===== src/rtl/bfle_ram.sv =====
// Generic single-write, single-read synchronous RAM with a registered read port.
// Self-contained; used for the byte store.
module bfle_ram #(
	parameter int WIDTH = 8,
	parameter int DEPTH = 16
) (
	input  logic                     clk,
	input  logic                     we,
	input  logic [$clog2(DEPTH)-1:0] waddr,
	input  logic [WIDTH-1:0]         wdata,
	input  logic                     re,
	input  logic [$clog2(DEPTH)-1:0] raddr,
	output logic [WIDTH-1:0]         rdata
);

	logic [WIDTH-1:0] mem [DEPTH];

	always_ff @(posedge clk) begin
		if (we) begin
			mem[waddr] <= wdata;
		end
		if (re) begin
			rdata <= mem[raddr];
		end
	end

endmodule


===== config.mk =====
export PLATFORM = sky130hd
export DESIGN_NAME = bfle_ram
export DESIGN_NICKNAME = d
export VERILOG_FILES = /design/src/rtl/bfle_ram.sv
export SDC_FILE = /design/constraint.sdc
export NUM_CORES = 1
export LEC_CHECK = 0
export CAP_MARGIN = 20
export CELL_PAD_IN_SITES_DETAIL_PLACEMENT = 1
export CELL_PAD_IN_SITES_GLOBAL_PLACEMENT = 2
export CORE_ASPECT_RATIO = 0.75
export CORE_MARGIN = 10
export CORE_UTILIZATION = 35
export CTS_CLUSTER_SIZE = 40
export DETAILED_ROUTE_END_ITERATION = 8
export DONT_BUFFER_PORTS = 1
export GPL_TIMING_DRIVEN = 0
export PLACE_DENSITY_LB_ADDON = 0.08
export SETUP_SLACK_MARGIN = 0.1
export SLEW_MARGIN = 20
export SYNTH_ARGS = -nofsm -noshare
export SYNTH_HDL_FRONTEND = slang
export SYNTH_SLANG_ARGS = --single-unit

===== constraint.sdc =====
create_clock -name clk -period 1.4 [get_ports clk]
set_input_delay 0 -clock clk [delete_from_list [all_inputs] [get_ports clk]]
set_output_delay 0 -clock clk [all_outputs]
set_load 0.03 [all_outputs]

==> out/metrics.yaml <==
ys_async_sr_fraction: 0
port_buffers: 0
synth_area_leaders: "edfxtp_1 (78%), mux4_2 (7.8%), mux4_1 (7.0%)"
synthAdderAreaFrac: 0
worstMarginPinSlew_ps: 898.7
clock.fmax_ghz: 0.6914
firstDrtPassIters: 4
synth-simple-area-share: 0.03135
synth_top_cells_by_count: "edfxtp_1 (136), mux4_2 (18), a22oi_1 (16)"
total_wirelength_mm: 12.30
grt_antenna_before_repair: 1
cp_max_fo: 1
cts_made_buffers: 17
setup.worst_path.class: "reg -> reg"
cts_root_buffer: "clkbuf_16"
clock_skew_ps: 12.75
netlist_instances: 229
final_period_minus_worst_setup_slack_ps: 1446
yosysSeqAreaShare: 0.7812
initial_utilization: 0.3593
p_leak_nw: 1.982
grt_pass1_vias: 2625
filler_cell_count: 1358
route.detailed.wl_per_inst_um: 26.05
worst_setup_path_start_kind: "flip-flop"
failed_checks: "setup timing"
maximum_capacitance_violations: 0
area_of_combinational_cells_with_multiple_inputs_sq_mm: 0.001121
synthXorXnorAreaFrac: 0
synth.mux.area_fraction: 0.1479
globalplace.congestion: 0.6808
cts_setup_buffers: 0
grt_setup_unrepaired: "yes"
area_delta_synth_final_pct: 20.27
power.density_mw_per_mm2: 1578
grt_overflow: 0
drt_first_iter_violations: 153
mappedNetlistNets: 248
irDropWorstVdd_mv: 0.7704
post_synth_instance_area_sq_mm: 0.005228
total_power_mw: 9.920
cts_tree: "done"
ctsLongestPathBuffers: 2
pin_count: 27
outcome: "complete, but fails checks"
post-synth-top-count-cell: "edfxtp_1"
floorplan.die.width_um: 161.1
ff_to_ff_start: "mem[5][0]"
placementRows: 38
synth.lib_cells_used.distinct: 18
synth-compound-area-share: 0.02298
number_of_enable_flip_flop_cells_after_synthesis: 136
yosys_warnings: 0
hp-start: "raddr[1]"
hold_wc_path_type: "in -> reg"
synth_top_area_share: 0.7812
route.antenna.remaining_nets: 0
yosysTopAreaCell: "edfxtp_1"
fraction_of_final_layout_cells_sized_beyond_drive_strength_1: 0.3026
instances_no_fill: 472
floorplan.core_area_sq_mm: 0.01455
hold_viol_final: 0
timing.final.crit_share: 1.033
vertical_die_dimension_um: 125.8
num-nets-final: 278
cts-htree-levels: 4
postLayoutCoreUtil: 0.4321
path_clk_slew_ps: 60
grtUsageTotal: 0.1251
register_area_sq_mm: 0.004084
setup_slack_ps: -46.30
report.final.setup_viol: 7
avgViaCountPerCell: 4.994
syn_avg_cell_area_sq_um: 22.83
placed_instance_count: 429
critPathCaptureType: "flip-flop"
cts_sinks: 136
worst-endpoint-arrival_ps: 1600
drc_errors: 0
detailroute.via_count: 2357
clkLatencyLatePin_ps: 420
post-dp-hpwl_mm: 7.744
count_of_state_elements_after_synthesis: 136
slew_headroom: 0.3986
report.final.slew_viol_count: 0
die_area_sq_mm: 0.02028
main_combinational_cell_family_by_area_after_synthesis: "multiplexers"
maximum_number_of_pins_on_one_net_before_global_route_repair: 17
wire_length_of_the_first_global_routing_pass_mm: 18.00
timing.critical_path.from: "mem[5][0]"
critPathRequiredTime_ps: 1560
synthFlopType: "edfxtp_1"
kinds of logic (layout without fill, tap and decap cells):
| group | after synthesis | in the layout |
|---|---|---|
| flip-flops | 136 | 136 |
| AND/OR/NAND/NOR | 35 | 35 |
| multiplexers | 32 | 32 |
| AO/OA/AOI/OAI | 16 | 16 |
| buffers and inverters | 10 | 52 |
| other | 0 | 1 |
per-layer routing:
metal	global-route usage	routed length, um
met1	0.1803	6408
met2	0.1723	5247
met3	0.03906	512
met4	0.04645	129
met5	0	0
worst paths after layout:
check	endpoint	slack [ps]	cells past startpoint
worst max-delay path	rdata[0]	-50	3
worst min-delay path	rdata[7]	50	3
worst max register to register	rdata[0]	-50	3
worst min register to register	rdata[2]	760	3
stage by stage:
stage / cell area, sq um / setup slack, ps / hold slack, ps / setup TNS, ps
CTS: 6233 / -109.1 / 62.09 / -617.4
floorplan: 5233 / 102.4 / 98.87 / 0
finish: 6287 / -46.30 / 50.23 / -177.7
detailed placement: 5498 / -274.9 / 100.2 / -10360
global route: 6285 / -95.31 / 45.72 / -590.6
global placement: 5483 / -356.1 / 100.3 / -17530
cells in the final DEF (no fill, tap or decap), drive strengths merged:
cell type,netlist,layout
edfxtp,136,136
mux4,32,32
clkbuf,0,18
a22oi,16,16
nor2,13,13
dlygate4sd3,0,11
nand2,9,9
buf,7,7
clkinv,0,6
bufinv,0,5
nor3,4,4
clkdlybuf4s25,3,3
nand3b,2,2
nand2b,2,2
clkinvlp,0,2
diode,0,1
nor2b,1,1
and2,1,1
and2b,1,1
nand3,1,1
or3b,1,1
area by class of cell:
type,instances,area share
repair buffers,11,0.01751
clock inverters,13,0.03244
well taps,200,0.03980
clock buffers,18,0.06826
plain buffers,10,0.01373
diodes,1,0.0003980
flip-flops and latches,136,0.6496
multi-input cells,83,0.1783
power breakdown:
group	total (mW)	switching [mW]	leakage, nW	internal (mW)
clock	4.80	1.66	0.301	3.14
combinational	0.460	0.279	0.445	0.181
sequential	4.66	0.0654	1.24	4.59
total	9.92	2.01	1.98	7.91
state kept, by name (all words and copies together), names as in the netlist:
register	count
rdata	8
mem	128
worst max-delay path: stages, from the launching register on:
cell	delay [ps]
edfxtp_1	380
mux4_2	510
a22oi_2	200
nand2_2	100
timing repair:
action / in CTS / in global routing
cloned: 0 / 0
endpoints found under the hold margin: 168 / 0
setup endpoints to repair: 8 / 43
gates resized for setup: 9 / 16
pin swaps: 4 / 2
hold buffers: 11 / 0
No activity file was read; power rests on OpenSTA's default activity.
