## config.mk

```make
export PLATFORM = sky130hd
export DESIGN_NAME = bfle_ctrl
export DESIGN_NICKNAME = d
export VERILOG_FILES = /design/src/rtl/bfle_pkg.sv /design/src/rtl/bfle_ctrl.sv
export SDC_FILE = /design/constraint.sdc
export NUM_CORES = 1
export LEC_CHECK = 0
export ABC_AREA = 1
export CAP_MARGIN = 10
export CORE_ASPECT_RATIO = 0.6
export CORE_MARGIN = 2
export CORE_UTILIZATION = 50
export DETAILED_ROUTE_END_ITERATION = 8
export DONT_BUFFER_PORTS = 1
export PLACE_DENSITY = 0.74
export SETUP_SLACK_MARGIN = 0.4
export SYNTH_ARGS = -nofsm -noshare
export SYNTH_HDL_FRONTEND = slang
export SYNTH_SLANG_ARGS = --single-unit
```

## constraint.sdc

```tcl
create_clock -name clk -period 5.9 [get_ports clk]
set_input_delay 0.885 -clock clk [delete_from_list [all_inputs] [get_ports clk]]
set_output_delay 0.885 -clock clk [all_outputs]
set_load 0.005 [all_outputs]
```

## src/rtl/bfle_pkg.sv

```systemverilog
// Package for the byte FIFO with line extraction: sizes, codes, result types
// and small pointer helpers. Depends on nothing; every other file but bfle_ram imports it.
package bfle_pkg;

	localparam int DEPTH    = 4096;
	localparam int PTR_W    = $clog2(DEPTH);
	localparam int CNT_W    = 12;
	localparam int DATA_W   = 8;
	localparam int LIM_W    = 7;
	localparam int LINE_MAX = 64;

	localparam logic [DATA_W-1:0] CH_CR = 8'h0D;
	localparam logic [DATA_W-1:0] CH_LF = 8'h0A;

	typedef enum logic [2:0] {
		OP_PUT   = 3'd0,
		OP_GET   = 3'd1,
		OP_PEEK  = 3'd2,
		OP_FLUSH = 3'd3,
		OP_LINE  = 3'd4
	} op_t;

	typedef enum logic [1:0] {
		STS_OK      = 2'd0,
		STS_REFUSED = 2'd1,
		STS_NO_LINE = 2'd2,
		STS_PURGED  = 2'd3
	} status_t;

	typedef enum logic [3:0] {
		ST_IDLE,
		ST_EXEC,
		ST_RD_DATA,
		ST_SCAN_RD,
		ST_SCAN_CHK,
		ST_SKIP_RD,
		ST_SKIP_CHK,
		ST_LINE_RD,
		ST_LINE_OUT
	} state_t;

	typedef struct packed {
		logic [DATA_W-1:0] data;
		status_t           status;
		logic              last;
		logic [CNT_W-1:0]  used;
		logic [CNT_W-1:0]  free;
	} result_t;

	typedef struct packed {
		logic    valid;
		result_t res;
	} emit_t;

	typedef struct packed {
		logic              we;
		logic [PTR_W-1:0]  waddr;
		logic [DATA_W-1:0] wdata;
		logic              re;
		logic [PTR_W-1:0]  raddr;
	} ram_req_t;

	function automatic logic [PTR_W-1:0] ptr_inc(input logic [PTR_W-1:0] p);
		return (p == PTR_W'(DEPTH - 1)) ? '0 : p + 1'b1;
	endfunction

	// Adds an offset that is known to be below DEPTH, wrapping once.
	function automatic logic [PTR_W-1:0] ptr_add(input logic [PTR_W-1:0] p,
			input logic [LIM_W-1:0] n);
		logic [PTR_W:0] sum;
		sum = {1'b0, p} + (PTR_W+1)'(n);
		if (sum >= (PTR_W+1)'(DEPTH)) begin
			sum = sum - (PTR_W+1)'(DEPTH);
		end
		return sum[PTR_W-1:0];
	endfunction

	function automatic logic [PTR_W:0] used_of(input logic [PTR_W-1:0] wp,
			input logic [PTR_W-1:0] rp);
		if (wp >= rp) begin
			return {1'b0, wp} - {1'b0, rp};
		end
		return ({1'b0, wp} + (PTR_W+1)'(DEPTH)) - {1'b0, rp};
	endfunction

	function automatic logic is_term(input logic [DATA_W-1:0] b);
		return (b == CH_CR) || (b == CH_LF);
	endfunction

endpackage

```

## src/rtl/bfle_ctrl.sv

```systemverilog
// Sequencer of the byte FIFO: pointers, line limit register and the
// read-check-advance walk over the byte store. Depends on bfle_pkg.
module bfle_ctrl import bfle_pkg::*; (
	input  logic              clk,
	input  logic              arst_n,
	input  logic              in_valid,
	output logic              in_ready,
	input  logic [2:0]        in_op,
	input  logic [DATA_W-1:0] in_data,
	input  logic              cfg_valid,
	output logic              cfg_ready,
	input  logic [LIM_W-1:0]  cfg_data,
	input  logic              slot_free,
	output emit_t             emit,
	output ram_req_t          ram_req,
	input  logic [DATA_W-1:0] ram_rdata
);

	state_t            state_q, state_d;
	op_t               op_q, op_d;
	logic [DATA_W-1:0] din_q, din_d;
	logic [PTR_W-1:0]  wp_q, wp_d, rp_q, rp_d, sp_q, sp_d;
	logic [LIM_W-1:0]  j_q, j_d, len_q, len_d, idx_q, idx_d;
	logic [LIM_W-1:0]  line_limit_q, lim;
	logic [PTR_W:0]    used_q, used_nx;

	assign cfg_ready = 1'b1;
	assign lim       = (line_limit_q > LIM_W'(LINE_MAX)) ? LIM_W'(LINE_MAX) : line_limit_q;
	assign used_q    = used_of(wp_q, rp_q);
	assign used_nx   = used_of(wp_d, rp_d);

	always_comb begin
		state_d = state_q;
		op_d    = op_q;
		din_d   = din_q;
		wp_d    = wp_q;
		rp_d    = rp_q;
		sp_d    = sp_q;
		j_d     = j_q;
		len_d   = len_q;
		idx_d   = idx_q;
		in_ready = 1'b0;
		ram_req = '0;
		emit.valid      = 1'b0;
		emit.res.data   = '0;
		emit.res.status = STS_OK;
		emit.res.last   = 1'b1;

		unique case (state_q)
			ST_IDLE: begin
				in_ready = 1'b1;
				if (in_valid) begin
					op_d    = op_t'(in_op);
					din_d   = in_data;
					state_d = ST_EXEC;
				end
			end
			ST_EXEC: begin
				unique case (op_q)
					OP_PUT: begin
						if (slot_free) begin
							emit.valid = 1'b1;
							if (used_q >= (PTR_W+1)'(DEPTH - 1)) begin
								emit.res.status = STS_REFUSED;
							end else begin
								ram_req.we    = 1'b1;
								ram_req.waddr = wp_q;
								ram_req.wdata = din_q;
								wp_d          = ptr_inc(wp_q);
								emit.res.data = din_q;
							end
							state_d = ST_IDLE;
						end
					end
					OP_GET, OP_PEEK: begin
						if (used_q == '0) begin
							if (slot_free) begin
								emit.valid      = 1'b1;
								emit.res.status = STS_REFUSED;
								state_d         = ST_IDLE;
							end
						end else begin
							ram_req.re    = 1'b1;
							ram_req.raddr = rp_q;
							state_d       = ST_RD_DATA;
						end
					end
					OP_FLUSH: begin
						if (slot_free) begin
							emit.valid = 1'b1;
							wp_d       = rp_q;
							state_d    = ST_IDLE;
						end
					end
					OP_LINE: begin
						if (used_q == '0) begin
							if (slot_free) begin
								emit.valid      = 1'b1;
								emit.res.status = STS_NO_LINE;
								state_d         = ST_IDLE;
							end
						end else begin
							// The oldest byte always belongs to the line.
							j_d     = LIM_W'(1);
							sp_d    = ptr_inc(rp_q);
							state_d = ST_SCAN_RD;
						end
					end
					default: begin
						if (slot_free) begin
							emit.valid      = 1'b1;
							emit.res.status = STS_REFUSED;
							state_d         = ST_IDLE;
						end
					end
				endcase
			end
			ST_RD_DATA: begin
				if (slot_free) begin
					emit.valid    = 1'b1;
					emit.res.data = ram_rdata;
					if (op_q == OP_GET) begin
						rp_d = ptr_inc(rp_q);
					end
					state_d = ST_IDLE;
				end
			end
			ST_SCAN_RD: begin
				if (j_q >= lim) begin
					// Overlong line: drop the oldest byte only.
					if (slot_free) begin
						emit.valid      = 1'b1;
						emit.res.status = STS_PURGED;
						rp_d            = ptr_inc(rp_q);
						state_d         = ST_IDLE;
					end
				end else if ((PTR_W+1)'(j_q) >= used_q) begin
					if (slot_free) begin
						emit.valid      = 1'b1;
						emit.res.status = STS_NO_LINE;
						state_d         = ST_IDLE;
					end
				end else begin
					ram_req.re    = 1'b1;
					ram_req.raddr = sp_q;
					state_d       = ST_SCAN_CHK;
				end
			end
			ST_SCAN_CHK: begin
				if (is_term(ram_rdata)) begin
					len_d   = j_q;
					idx_d   = '0;
					sp_d    = rp_q;
					rp_d    = ptr_add(rp_q, j_q);
					state_d = ST_SKIP_RD;
				end else begin
					j_d     = j_q + 1'b1;
					sp_d    = ptr_inc(sp_q);
					state_d = ST_SCAN_RD;
				end
			end
			ST_SKIP_RD: begin
				if (rp_q == wp_q) begin
					state_d = ST_LINE_RD;
				end else begin
					ram_req.re    = 1'b1;
					ram_req.raddr = rp_q;
					state_d       = ST_SKIP_CHK;
				end
			end
			ST_SKIP_CHK: begin
				if (is_term(ram_rdata)) begin
					rp_d    = ptr_inc(rp_q);
					state_d = ST_SKIP_RD;
				end else begin
					state_d = ST_LINE_RD;
				end
			end
			ST_LINE_RD: begin
				ram_req.re    = 1'b1;
				ram_req.raddr = sp_q;
				state_d       = ST_LINE_OUT;
			end
			ST_LINE_OUT: begin
				if (slot_free) begin
					emit.valid    = 1'b1;
					emit.res.data = ram_rdata;
					emit.res.last = (idx_q + 1'b1) == len_q;
					sp_d          = ptr_inc(sp_q);
					idx_d         = idx_q + 1'b1;
					state_d       = emit.res.last ? ST_IDLE : ST_LINE_RD;
				end
			end
			default: begin
				state_d = ST_IDLE;
			end
		endcase

		emit.res.used = CNT_W'(used_nx);
		emit.res.free = CNT_W'((PTR_W+1)'(DEPTH - 1) - used_nx);
	end

	always_ff @(posedge clk or negedge arst_n) begin
		if (!arst_n) begin
			state_q      <= ST_IDLE;
			op_q         <= OP_PUT;
			wp_q         <= '0;
			rp_q         <= '0;
			sp_q         <= '0;
			j_q          <= '0;
			len_q        <= '0;
			idx_q        <= '0;
			line_limit_q <= LIM_W'(LINE_MAX);
		end else begin
			state_q <= state_d;
			op_q    <= op_d;
			wp_q    <= wp_d;
			rp_q    <= rp_d;
			sp_q    <= sp_d;
			j_q     <= j_d;
			len_q   <= len_d;
			idx_q   <= idx_d;
			if (cfg_valid && cfg_ready) begin
				line_limit_q <= cfg_data;
			end
		end
	end

	always_ff @(posedge clk) begin
		din_q <= din_d;
	end

	a_emit_free: assert property (@(posedge clk) disable iff (!arst_n)
		emit.valid |-> slot_free) else $error("result produced while output busy");

	a_used_bound: assert property (@(posedge clk) disable iff (!arst_n)
		used_q <= (PTR_W+1)'(DEPTH - 1)) else $error("fill level beyond capacity");

	a_scan_range: assert property (@(posedge clk) disable iff (!arst_n)
		state_q == ST_SCAN_CHK |-> (j_q != '0) && (j_q < LIM_W'(LINE_MAX)))
		else $error("scan length out of range");

	a_line_idx: assert property (@(posedge clk) disable iff (!arst_n)
		state_q == ST_LINE_OUT |-> idx_q < len_q) else $error("line index past end");

	a_accept_exec: assert property (@(posedge clk) disable iff (!arst_n)
		in_valid && in_ready |=> state_q == ST_EXEC) else $error("request not started");

endmodule

```

==> results.ini <==
[status]
outcome = finished clean

[worst_hold_path]
hp-class = in -> async

[synth]
synth-xor-area-share_pct = 3.472
synthMuxAreaShare_pct = 0.7232
synth_largest_area_cell = dfrtp_1
synthCells = 1172
synth_cell_types = 63
async_flop_share_pct = 89.87
synth_adder_area_share_pct = 8.647
yosysWarnings = 0
synth_edf_count = 8
synth_seq_area_share_pct = 25.92
synth_flop_cell = dfrtp_1
synth_area_leaders = dfrtp_1, nand2_1, inv_1, ha_1, nand3_1
synth_top_area_share_pct = 22.50
yosysMostFrequentCell = nand2_1
synth_area_mm2 = 0.007785
synth_simple_gate_area_share_pct = 31.81
synth_common_cells = nand2_1, inv_1, nor2_1
syn_nets = 1255
syn_area_per_cell_um2 = 6.642
ys_seq_elements = 79
synth_top_family_by_area = simple AND/OR/NAND/NOR gates
synth-compound-area-share_pct = 17.37

[power_and_ir_drop]
p_leak_nw = 4.482
p_per_area_mw_per_mm2 = 688.8
ir_worst_vdd_mv = 0.3435

[timing]
tightestPinTransition_ps = 969.8
fin_worst_skew_ps = 11.39
timing.fmax_ghz = 0.1804
period_share_pct = 93.95
fin_ws_ps = 357.2
setup_violations = 0
period_minus_slack_ps = 5543
rsz0062_at_grt = yes
finalHoldViolCount = 0
tns_ps = 0
max_slew_margin_pct = 34.66
drv_slew = 0
fin_hold_ws_ps = 235.8

[die]
ios = 103
dieArea_mm2 = 0.01662
initial_core_util_pct = 50.94
die_x_um = 165.1
fp.dieH_um = 100.7
core_mm2 = 0.01528
rows = 35

[global_routing]
grt_pass1_wl_um = 41350
grt.total_usage_pct = 32.62
grt_pass1_vias = 7533
grt_start_max_net_pins = 72
gr-total-overflow = 0
grt_antenna_before_repair = 0

[clock_network]
cts_buffer_depth = 2
path_clk_slew_ps = 70
cts_hold_buf = 0
cts_made_buffers = 9
htree_levels = 3
clk-insertion-delay-late_ps = 340
clock_sinks = 79
root_buffer = clkbuf_16
cts_tree = built

[layout]
final_core_util_pct = 59.83
final_layout_size_suffix_gt1_share_pct = 19.63
synthToLayoutAreaGrowth_pct = 17.45
final_nets = 1311
antenna_cells = 0
stdcell_count = 1436

[route]
routed_wl_um = 27440
drtPass1Iterations = 7
wl_per_cell_um = 19.11
drt_iter0_markers = 1257
postRouteAntennaNets = 0
num_vias = 8464
drc = 0
avgViaCountPerCell = 5.894

[worst_setup_path]
critPathKind = reg -> out
cp.arrival_ps = 4660
r2r_slack_ps = 2790
cpMostUsedCell = nand2_1
required_ps = 5020
critPathMaxStageDelay_ps = 410
path_max_fanout = 5
critPathCaptureType = output port
rr_worst_depth = 20
slowest_stage = dfrtp_1
worst_setup_path_start_kind = flop

[flow_run]
drv_cap = 0

[place]
place_congestion = 1.058
numPortBuffers = 0
post-place-ws_ps = 272.0
dp_hpwl_um = 20690
dp_cells = 1388

==> sequential cells by signal, indices dropped and copies added, names as in the netlist <==
register / flops
op_q: 3
sp_q: 12
j_q: 7
line_limit_q: 7
din_q: 8
wp_q: 12
state_q: 4
len_q: 7
idx_q: 7
rp_q: 12
==> placed cells by master (no fill, tap or decap), types with 5 or more instances in the layout <==
cell,synthesis,final
a21oi_1,56,47
a21oi_2,3,11
a31oi_1,9,8
buf_4,3,58
clkbuf_16,0,9
clkinv_1,6,6
dfrtp_1,70,66
edfxtp_1,8,8
ha_1,49,33
ha_4,0,15
inv_1,191,184
inv_2,15,19
mux2_2,5,5
nand2_1,275,261
nand2_2,11,23
nand3_1,69,67
nand3b_1,5,5
nand4_1,19,19
nor2_1,91,83
nor2_2,28,31
nor2_4,3,8
nor3_1,24,22
nor3_2,3,5
nor4_1,5,5
o211ai_1,6,6
o21ai_0,62,55
o21ai_1,20,23
o21ai_2,3,7
o22ai_1,32,31
o31ai_1,6,6
xnor2_1,9,9
xor2_1,20,20
==> worst paths after layout <==
| check | from | end |
|---|---|---|
| worst max-delay path | wp_q[0]$_DFF_PN0_ | emit[23] |
| worst min-delay path | arst_n | sp_q[5]$_DFFE_PN0P_ |
| worst max register to register | wp_q[0]$_DFF_PN0_ | state_q[1]$_DFFE_PN0P_ |
| worst min register to register | sp_q[5]$_DFFE_PN0P_ | sp_q[5]$_DFFE_PN0P_ |
| max in group asynchronous | arst_n | line_limit_q[6]$_DFFE_PN1P_ |
| min in group clk | sp_q[5]$_DFFE_PN0P_ | sp_q[5]$_DFFE_PN0P_ |
==> per-stage QoR <==
stage	total power, mW	area, µm²
final	6.298	9144
after detailed placement	4.606	8143
after global routing	6.762	9144
after CTS	5.401	8630
after global placement	4.568	8143
after floorplan	3.651	7785
==> repair_timing <==
action	4_1_cts	5_1_grt
endpoints found under the setup margin	8	13
hold endpoints to repair	0	0
setup buffers	16	16
pin swaps	22	40
resized for setup	21	87
==> logic make-up after synthesis <==
kind of cell | Yosys count
compound gates | 227
other cells | 1
mux | 5
xor+xnor | 30
flops | 79
simple gates | 547
fa+ha+maj | 52
buf+inv | 231
==> where the power goes <==
| group | total, mW | switching, mW | internal, mW |
|---|---|---|---|
| clock | 0.618 | 0.246 | 0.373 |
| sequential | 0.922 | 0.203 | 0.719 |
| combinational | 4.76 | 3.01 | 1.74 |
==> per-layer routing <==
metal  up-vias  track usage (%)  part of all wire, %
li1       3977                -                    -
met4         0            6.221                  1.7
met2       535            43.62                   39
met1      3893            49.36                   45
met5         -                0                    0
met3        59            12.30                   15
==> worst max-delay path, delay by kind of cell, from the launching register on <==
family,cells,cell delay [ps]
AOI/OAI and AO/OA,3,740
adders and majority gates,3,890
buffers and inverters,7,500
DFF,1,410
and+or+nand+nor,19,1780
==> final cells by class <==
type,count,area [µm²]
multi-input cells,862,5240
inverters,213,812.0
clock inverters,5,81.33
clock buffers,11,232.7
fillers,1385,6140
flip-flops and latches,79,2023
well taps,203,254.0
repair buffers,63,500.5
(Power assumes the default switching activity.)
