## config.mk

```make
export PLATFORM = sky130hd
export DESIGN_NAME = bfle_outreg
export DESIGN_NICKNAME = d
export VERILOG_FILES = /design/src/rtl/bfle_pkg.sv /design/src/rtl/bfle_outreg.sv
export SDC_FILE = /design/constraint.sdc
export NUM_CORES = 1
export LEC_CHECK = 0
export CORE_MARGIN = 3
export CORE_UTILIZATION = 50
export CTS_BUF_LIST = sky130_fd_sc_hd__clkbuf_16
export DETAILED_ROUTE_END_ITERATION = 7
export DONT_BUFFER_PORTS = 1
export GPL_ROUTABILITY_DRIVEN = 0
export GPL_TIMING_DRIVEN = 0
export MAX_ROUTING_LAYER = met4
export PLACE_DENSITY_LB_ADDON = 0.2
export SLEW_MARGIN = 0
export SYNTH_ARGS = -nofsm -noshare
export SYNTH_HDL_FRONTEND = slang
export SYNTH_SLANG_ARGS = --single-unit
```

## constraint.sdc

```tcl
create_clock -name clk -period 1.5 [get_ports clk]
set_clock_uncertainty 0.2 [all_clocks]
set_input_delay 0.225 -clock clk [delete_from_list [all_inputs] [get_ports clk]]
set_output_delay 0.225 -clock clk [all_outputs]
set_load 0.005 [all_outputs]
```

## src/rtl/bfle_pkg.sv

```systemverilog
// Package for the byte FIFO with line extraction: sizes, codes, result types
// and small pointer helpers. Depends on nothing; every other file but bfle_ram imports it.
package bfle_pkg;

	localparam int DEPTH    = 4096;
	localparam int PTR_W    = $clog2(DEPTH);
	localparam int CNT_W    = 12;
	localparam int DATA_W   = 8;
	localparam int LIM_W    = 7;
	localparam int LINE_MAX = 64;

	localparam logic [DATA_W-1:0] CH_CR = 8'h0D;
	localparam logic [DATA_W-1:0] CH_LF = 8'h0A;

	typedef enum logic [2:0] {
		OP_PUT   = 3'd0,
		OP_GET   = 3'd1,
		OP_PEEK  = 3'd2,
		OP_FLUSH = 3'd3,
		OP_LINE  = 3'd4
	} op_t;

	typedef enum logic [1:0] {
		STS_OK      = 2'd0,
		STS_REFUSED = 2'd1,
		STS_NO_LINE = 2'd2,
		STS_PURGED  = 2'd3
	} status_t;

	typedef enum logic [3:0] {
		ST_IDLE,
		ST_EXEC,
		ST_RD_DATA,
		ST_SCAN_RD,
		ST_SCAN_CHK,
		ST_SKIP_RD,
		ST_SKIP_CHK,
		ST_LINE_RD,
		ST_LINE_OUT
	} state_t;

	typedef struct packed {
		logic [DATA_W-1:0] data;
		status_t           status;
		logic              last;
		logic [CNT_W-1:0]  used;
		logic [CNT_W-1:0]  free;
	} result_t;

	typedef struct packed {
		logic    valid;
		result_t res;
	} emit_t;

	typedef struct packed {
		logic              we;
		logic [PTR_W-1:0]  waddr;
		logic [DATA_W-1:0] wdata;
		logic              re;
		logic [PTR_W-1:0]  raddr;
	} ram_req_t;

	function automatic logic [PTR_W-1:0] ptr_inc(input logic [PTR_W-1:0] p);
		return (p == PTR_W'(DEPTH - 1)) ? '0 : p + 1'b1;
	endfunction

	// Adds an offset that is known to be below DEPTH, wrapping once.
	function automatic logic [PTR_W-1:0] ptr_add(input logic [PTR_W-1:0] p,
			input logic [LIM_W-1:0] n);
		logic [PTR_W:0] sum;
		sum = {1'b0, p} + (PTR_W+1)'(n);
		if (sum >= (PTR_W+1)'(DEPTH)) begin
			sum = sum - (PTR_W+1)'(DEPTH);
		end
		return sum[PTR_W-1:0];
	endfunction

	function automatic logic [PTR_W:0] used_of(input logic [PTR_W-1:0] wp,
			input logic [PTR_W-1:0] rp);
		if (wp >= rp) begin
			return {1'b0, wp} - {1'b0, rp};
		end
		return ({1'b0, wp} + (PTR_W+1)'(DEPTH)) - {1'b0, rp};
	endfunction

	function automatic logic is_term(input logic [DATA_W-1:0] b);
		return (b == CH_CR) || (b == CH_LF);
	endfunction

endpackage

```

## src/rtl/bfle_outreg.sv

```systemverilog
// Result holding register between the sequencer and the output stream.
// Depends on bfle_pkg for the result types.
module bfle_outreg import bfle_pkg::*; (
	input  logic    clk,
	input  logic    arst_n,
	input  emit_t   emit,
	input  logic    out_ready,
	output logic    slot_free,
	output logic    out_valid,
	output result_t out_res
);

	logic    valid_q;
	result_t res_q;

	assign slot_free = !valid_q || out_ready;
	assign out_valid = valid_q;
	assign out_res   = res_q;

	always_ff @(posedge clk or negedge arst_n) begin
		if (!arst_n) begin
			valid_q <= 1'b0;
		end else if (emit.valid) begin
			valid_q <= 1'b1;
		end else if (out_ready) begin
			valid_q <= 1'b0;
		end
	end

	always_ff @(posedge clk) begin
		if (emit.valid) begin
			res_q <= emit.res;
		end
	end

endmodule

```

==> key figures, run 1 <==
Worst setup path
  • CP delay by family, top: flip-flops
  • Crit path depth: 1
  • Critical Path End Type: primary output
  • CP bufs+invs: 0
  • Crit path DAT: 800 ps
  • Register-to-register setup slack: 600 ps
  • CP max FO: 2
  • Reg2reg start: out_valid
  • R2R depth: 2
  • WP data required: 1070 ps
  • CP max stage delay: 430 ps
  • Crit-path cells: nand2b_4
  • R2R Path End: out_valid
  • Crit Path Class: flip-flop to primary output
  • Worst path slowest cell: dfrtp_1
  • CP Launch Type: flip-flop

Routing
  • DRC viols: 0
  • Detail Route Antenna Nets: 0
  • Drt initial violations: 26
  • DR pass1 iterations: 4
  • Routed WL: 2190 µm
  • DR WL/cell: 19.9 µm
  • Via/cell ratio: 4.86
  • Vias: 535

Synthesis
  • Synth cell count leaders: edfxtp_1, dfrtp_1, nand2b_2, nand2b_4
  • Syn_nets: 77
  • Main flop type after synthesis: edfxtp_1
  • Top cell type's share of synthesized area: 0.957
  • Area leader, netlist: edfxtp_1
  • Synth Area per Inst: 28.9 µm²
  • Most numerous cell in the Yosys netlist: edfxtp_1
  • Mapped Cells: 38
  • Seq cells post-synth: 36
  • Synth Cell Area: 1100 µm²
  • Top post-synthesis cells by area: edfxtp_1, dfrtp_1, nand2b_4, nand2b_2
  • Netlist cell types: 4
  • Sequential share of the synthesized area: 0.979
  • Post-synth EDFFs: 35
  • Synth warnings: 0
  • Post-synthesis async set-or-reset flop share: 0.0278

STA
  • Worst setup margin: 274 ps
  • Finish-stage setup viols: 0
  • Unrepaired setup endpoints after global routing: no
  • Max Fclk: 0.816 GHz
  • Hold Slack: -134 ps
  • Minimum clock period: 1230 ps
  • Final period utilization: 0.817
  • Worst slew margin: 0.882
  • Post-Route Setup TNS: 0 ps
  • Hold Vio Cnt, Final: 36
  • Max Slew Vio Count: 0
  • Slew @ Worst Pin: 177 ps

Clock tree
  • CTS tree: built
  • Clock slew at reported path FFs: 50 ps
  • Post-CTS setup buffers: 0
  • TritonCTS Sinks: 36
  • Cts repair resizes: 0
  • Root buffer cell: clkbuf_16
  • CTS Buffer Depth: 2
  • Clk_lat worst skew: 270 ps
  • CTS Hold Bufs: 38
  • H-tree depth: 2
  • Num CTS Buffers: 5

Die
  • Die area: 2800 µm²
  • Die width: 52.9 µm
  • Row Count: 16
  • Initial Utilization: 0.543
  • CORE AREA: 2020 µm²
  • Die height: 52.9 µm
  • Ports: 76

Place
  • Dpl cells: 65
  • Worst Setup Slack post-DPL: 562 ps
  • IO buf count: 0

Finish
  • Layout area overhead: 49.2%
  • Utilization after layout: 0.811
  • Final-layout fill cell count: 101
  • # nets final: 121
  • ANT cells: 0
  • Ratio of cells with drive above 1 in the final layout: 0.0843
  • Post-Layout Cell Count: 110

Pwr
  • P_int: 1.86 mW
  • Worst vdd rail ir drop: 1.31 mV
  • Tot Pwr: 2.25 mW
  • Switch Pwr: 388 µW
  • Power density over the cells: 1370 nW/µm²
  • Switching Fraction: 0.173
  • Pleak: 0.593 nW
  • Seq pwr share: 0.553
  • Clock Power Share: 0.410
  • Combinational share of power: 0.038

Job
  • Max Cap Viol: 0

Outcome
  • Failing checks: negative hold slack
  • Outcome: finished, violations left

Global routing
  • Total GRT Usage: 0.183
  • Largest net degree at the start of global routing: 37
  • Initial antenna violation count: 0
  • Vias in the first global route: 578
  • First-pass GRT wire length: 3210 µm
  • Overflow after GRT: 0

Hold path
  • Worst Hold Depth: 0
  • Worst Hold Path EP: out_res[23]
  • Hold path start: emit[35]
  • Worst min-delay path category: input port to flip-flop
-- final cells by class --
class	count	area, µm²	share of cell area
clock inverter	3	11.3	0.00687
clock buffer	5	125	0.0763
sequential	36	1080	0.656
multi-input combinational	2	22.5	0.0137
tap	27	33.8	0.0206
timing repair buffer	37	370	0.226
-- per-layer routing --
metal	routed length [µm]	share of wire	vias to the layer above	track usage
met3	188	0.086	4	0.0535
met5	0	0	-	-
met4	25	0.011	0	0.0638
met1	700	0.32	249	0.193
met2	1280	0.58	43	0.326
li1	-	-	239	-
-- power by group through the flow --
stage               registers (mW)  logic, mW  clock network [mW]
global placement              1.26    0.00600                   0
CTS                           1.25     0.0854               0.919
floorplan                     1.25    0.00551                   0
finish                        1.24     0.0847               0.921
global route                  1.25     0.0924               0.993
detailed placement            1.26    0.00596                   0
-- state kept, by name, indices dropped and copies added, names as in the netlist --
signal,count
out_res,35
out_valid,1
-- stage by stage --
stage	instance area (µm²)	hold slack, ps
after floorplan	1100	-271
final	1640	-134
after global routing	1640	-145
after CTS	1650	-135
after global placement	1130	-271
after detailed placement	1130	-271
-- worst max-delay path by stage --
stage	slack, ps	endpoint	start
finish	270	slot_free	out_valid
global route	240	slot_free	out_valid
CTS	30	out_valid	out_valid
detailed placement	560	slot_free	out_valid
global placement	570	slot_free	out_valid
floorplan	600	slot_free	out_valid
-- cells by family after synthesis --
family / after synthesis / share of synthesized area
flops: 36 / 0.979
simple gates: 2 / 0.0205
-- cell usage in the layout (no fill, tap or decap) --
cell,instances
edfxtp_1,35
clkinv_1,1
inv_1,2
nand2b_2,1
clkbuf_16,5
dlygate4sd3_1,37
dfrtp_1,1
nand2b_4,1
No activity file was read; power rests on OpenSTA's default activity.
==> run 2, diff against run 1 <==
==> constraint.sdc (replaced) <==
create_clock -name clk -period 1.23 [get_ports clk]
set_clock_uncertainty 0.2 [all_clocks]
set_input_delay 0.1845 -clock clk [delete_from_list [all_inputs] [get_ports clk]]
set_output_delay 0.1845 -clock clk [all_outputs]
set_load 0.005 [all_outputs]
==> run 2 against run 1 <==
The flow still finishes with violations (negative hold slack); cell area unchanged; flip-flop and latch count unchanged; sequential share of layout area unchanged; via count increased by 1.3%.
==> key figures, run 2 (synthesis results as in run 1) <==
Routing
  • Drt initial violations: 6
  • DR WL/cell: 20.6 µm
  • Detail Route Antenna Nets: 0
  • Vias: 542
  • DR pass1 iterations: 4
  • Routed WL: 2260 µm
  • Via/cell ratio: 4.93
  • DRC viols: 0

Pwr
  • Power density over the cells: 1680 nW/µm²
  • Worst vdd rail ir drop: 1.20 mV
  • Pleak: 0.593 nW

Finish
  • Layout area overhead: 49.2%
  • # nets final: 121
  • Ratio of cells with drive above 1 in the final layout: 0.0843
  • Fin area: 1640 µm²
  • ANT cells: 0
  • Final-layout fill cell count: 97
  • Max reg flops: 35
  • Post-Layout Cell Count: 110
  • Most frequent cells in the layout: dlygate4sd3_1, edfxtp_1, clkbuf_16
  • Most common cell after layout, fill and taps aside: dlygate4sd3_1

Die
  • CORE AREA: 2020 µm²
  • Row Count: 16
  • Die area: 2800 µm²
  • Die width: 52.9 µm
  • Die height: 52.9 µm
  • Ports: 76
  • Initial Utilization: 0.543

Worst setup path
  • Crit path DAT: 800 ps
  • Crit Path Class: flip-flop to primary output
  • WP data required: 850 ps
  • CP delay by family, top: flip-flops
  • CP bufs+invs: 0
  • Critical Path End Type: primary output
  • Worst path slowest cell: dfrtp_1
  • CP max stage delay: 430 ps
  • CP Launch Type: flip-flop
  • CP max FO: 2
  • Crit-path cells: nand2b_4
  • Register-to-register setup slack: 320 ps

STA
  • Unrepaired setup endpoints after global routing: no
  • Worst slew margin: 0.881
  • Max Fclk: 0.841 GHz
  • Hold Slack: -176 ps
  • Hold Vio Cnt, Final: 36
  • Post-Route Setup TNS: 0 ps
  • Minimum clock period: 1190 ps
  • Final period utilization: 0.966
  • Finish-stage setup viols: 0
  • Slew @ Worst Pin: 179 ps
  • Max Slew Vio Count: 0

Clock tree
  • Post-CTS setup buffers: 0
  • CTS Hold Bufs: 37
  • CTS Buffer Depth: 2
  • Num CTS Buffers: 5
  • Clock slew at reported path FFs: 50 ps
  • TritonCTS Sinks: 36
  • Clk_lat worst skew: 270 ps
  • CTS tree: built
  • Cts repair resizes: 0
  • Root buffer cell: clkbuf_16
  • H-tree depth: 2

Place
  • Post-DP Area: 1130 µm²
  • Dpl cells: 65
  • IO buf count: 0

Hold path
  • Worst min-delay path category: input port to flip-flop

Global routing
  • Total GRT Usage: 0.184
  • First-pass GRT wire length: 3260 µm
  • Vias in the first global route: 584
  • Overflow after GRT: 0
  • Initial antenna violation count: 0
  • Largest net degree at the start of global routing: 37

Job
  • Max Cap Viol: 0

Outcome
  • Failing checks: negative hold slack
  • Outcome: finished, violations left
## run 2: cell counts in the layout (fill, tap and decap cells not counted)
Identical to the previous run, type by type.
## run 2: power breakdown
part / internal [mW] / leakage, nW / switching (mW)
Sequential: 1.46 / 0.353 / 0.0549
Clock: 0.726 / 0.0738 / 0.405
Combinational: 0.0827 / 0.166 / 0.0224
Total: 2.27 / 0.593 / 0.482
## run 2: worst paths after layout
check | endpoint | start | cells past startpoint
setup / recovery | slot_free | out_valid | 1
hold / removal | out_res[30] | emit[35] | 0
setup reg to reg | out_valid | out_valid | 2
hold reg to reg | out_valid | out_valid | 2
max in group asynchronous | out_valid | arst_n | 2
min in group asynchronous | out_valid | arst_n | 2
## run 2: area by class of cell
type / count / area [µm²] / area share
sequential: 36 / 1080 / 0.656
clock buffer: 5 / 125 / 0.0763
clock inverter: 3 / 11.3 / 0.00687
multi-input combinational: 2 / 22.5 / 0.0137
tap: 27 / 33.8 / 0.0206
timing repair buffer: 37 / 370 / 0.226
## run 2: layer usage
metal	wire (µm)	global-route usage	vias to the layer above
met5	0	-	-
met4	0	0.0511	0
met3	228	0.0761	0
met2	1260	0.308	47
met1	774	0.203	255
li1	-	-	240
## run 2: through the flow
stage                     power [mW]  worst slack [ps]  utilization
after floorplan                 1.53               367            -
after global placement          1.55               341        0.560
after detailed placement        1.55               332        0.560
after CTS                       2.74              31.6        0.811
after global routing            2.85              15.7        0.811
final                           2.75              41.2        0.811
==> run 3, diff against run 2 <==
--- a/config.mk
+++ b/config.mk
@@ -5,8 +5,10 @@
 export SDC_FILE = /design/constraint.sdc
 export NUM_CORES = 1
 export LEC_CHECK = 0
+export CELL_PAD_IN_SITES_DETAIL_PLACEMENT = 1
+export CELL_PAD_IN_SITES_GLOBAL_PLACEMENT = 1
 export CORE_MARGIN = 3
-export CORE_UTILIZATION = 50
+export CORE_UTILIZATION = 46
 export CTS_BUF_LIST = sky130_fd_sc_hd__clkbuf_16
 export DETAILED_ROUTE_END_ITERATION = 7
 export DONT_BUFFER_PORTS = 1
==> run 3 against run 2 <==
The flow still finishes with violations (negative hold slack); global-route usage up 0.78 points; worst setup slack better by 7.6 ps; clock power increased by 5%; core utilization fell by 7.3 points; register-to-register slack barely moved; worst hold slack got worse by 2.6 ps; fmax increased by 0.64%; die area up 7.7%; total power is 2.3% higher; critical endpoint unchanged; routed wire length up 15%; critical path type unchanged; critical path depth unchanged; combinational power rose by 4%.
==> key figures, run 3 (synthesis results as in run 1) <==
Routing
  • Via/cell ratio: 5.05
  • Max layer used: met3
  • Met1 wire length: 952 µm
  • Routed met2 length: 1360 µm
  • Detail Route Antenna Nets: 0
  • DR pass1 iterations: 3
  • DR WL/cell: 23.4 µm
  • Met3 Wirelength: 287 µm
  • DRC viols: 0
  • Drt initial violations: 19
  • Vias: 560
  • Routed WL: 2600 µm

Worst setup path
  • CP max FO: 2
  • Crit path DAT: 800 ps
  • WP data required: 850 ps
  • CP Launch Type: flip-flop
  • CP delay by family, top: flip-flops
  • Worst path slowest cell: dfrtp_1
  • Critical Path End Type: primary output
  • Crit Path Class: flip-flop to primary output
  • Crit-path cells: nand2b_4
  • CP max stage delay: 430 ps
  • CP bufs+invs: 0

Die
  • Initial Utilization: 0.492
  • Ports: 76
  • Row Count: 17
  • Die width: 54.9 µm
  • CORE AREA: 2230 µm²
  • Die area: 3010 µm²
  • Die height: 54.9 µm

Clock tree
  • Cts repair resizes: 0
  • Clock slew at reported path FFs: 50 ps
  • CTS Buffer Depth: 2
  • CTS Hold Bufs: 37
  • Num CTS Buffers: 5
  • H-tree depth: 2
  • Root buffer cell: clkbuf_16
  • CTS tree: built
  • Post-CTS setup buffers: 0
  • Clk_lat worst skew: 270 ps
  • TritonCTS Sinks: 36

Finish
  • Post-Layout Cell Count: 111
  • # nets final: 121
  • Fin area: 1650 µm²
  • ANT cells: 0
  • Max reg flops: 35
  • Most frequent cells in the layout: dlygate4sd3_1, edfxtp_1, clkbuf_16
  • Most common cell after layout, fill and taps aside: dlygate4sd3_1
  • Utilization after layout: 0.738
  • Ratio of cells with drive above 1 in the final layout: 0.120
  • Final-layout fill cell count: 171
  • Layout area overhead: 50.0%

STA
  • Post-Route Setup TNS: 0 ps
  • Worst slew margin: 0.884
  • Slew @ Worst Pin: 174 ps
  • Minimum clock period: 1180 ps
  • Max Slew Vio Count: 0
  • Finish-stage setup viols: 0
  • Max Fclk: 0.847 GHz
  • Final period utilization: 0.960
  • Worst setup margin: 48.8 ps
  • Hold Slack: -179 ps
  • Hold Vio Cnt, Final: 36
  • Unrepaired setup endpoints after global routing: no

Place
  • Post-DP Area: 1130 µm²
  • Dpl cells: 66
  • Worst Setup Slack post-DPL: 343 ps
  • IO buf count: 0

Job
  • Max Cap Viol: 0

Pwr
  • Power density over the cells: 1710 nW/µm²
  • Worst vdd rail ir drop: 1.86 mV
  • Pleak: 0.593 nW

Global routing
  • Largest net degree at the start of global routing: 37
  • Initial antenna violation count: 0
  • Vias in the first global route: 582
  • Total GRT Usage: 0.192
  • First-pass GRT wire length: 3450 µm
  • Overflow after GRT: 0

Hold path
  • Worst min-delay path category: input port to flip-flop

Outcome
  • Outcome: finished, violations left
  • Failing checks: negative hold slack
[run 3: cell count changes in the layout (fill, tap and decap cells not counted)]
cell      change
clkinv_2      +2
inv_1         -2
clkinv_4      +1
clkinv_1      -1
[run 3: cell type report]
cell class | count | area (µm²) | area share
clock buffers | 5 | 125 | 0.0759
clock inverters | 3 | 18.8 | 0.0114
multi-input cells | 2 | 22.5 | 0.0137
flip-flops and latches | 36 | 1080 | 0.653
well taps | 28 | 35.0 | 0.0213
repair buffers | 37 | 370 | 0.225
[run 3: worst reg2reg max path, cell delays in order, from the launching register on]
cell and delay (ps):
dfrtp_1 430, nand2b_4 100, nand2b_2 60
[run 3: power by group]
part	total, mW	internal, mW	switching, mW
Combinational	0.109	0.0830	0.0256
Clock	1.19	0.744	0.443
Sequential	1.52	1.46	0.0587
Total	2.81	2.29	0.527
[run 3: path summary, 6_finish.rpt]
kind	start	to	slack [ps]	depth (start not counted)
worst max-delay path	out_valid	slot_free	50	1
worst min-delay path	emit[35]	out_res[26]	-180	0
worst max register to register	out_valid	out_valid	330	2
worst min register to register	out_valid	out_valid	400	2
max in group asynchronous	arst_n	out_valid	220	2
min in group asynchronous	arst_n	out_valid	500	2
[run 3: through the flow]
stage | total power, mW | hold slack [ps]
global placement | 1.55 | -311
detailed placement | 1.55 | -311
floorplan | 1.53 | -311
finish | 2.81 | -179
global route | 2.92 | -192
CTS | 2.80 | -180
[run 3: layer usage]
metal	global-route usage	vias to the layer above
li1	-	239
met1	0.207	270
met2	0.303	51
met3	0.109	0
met4	0.0498	0
met5	-	-
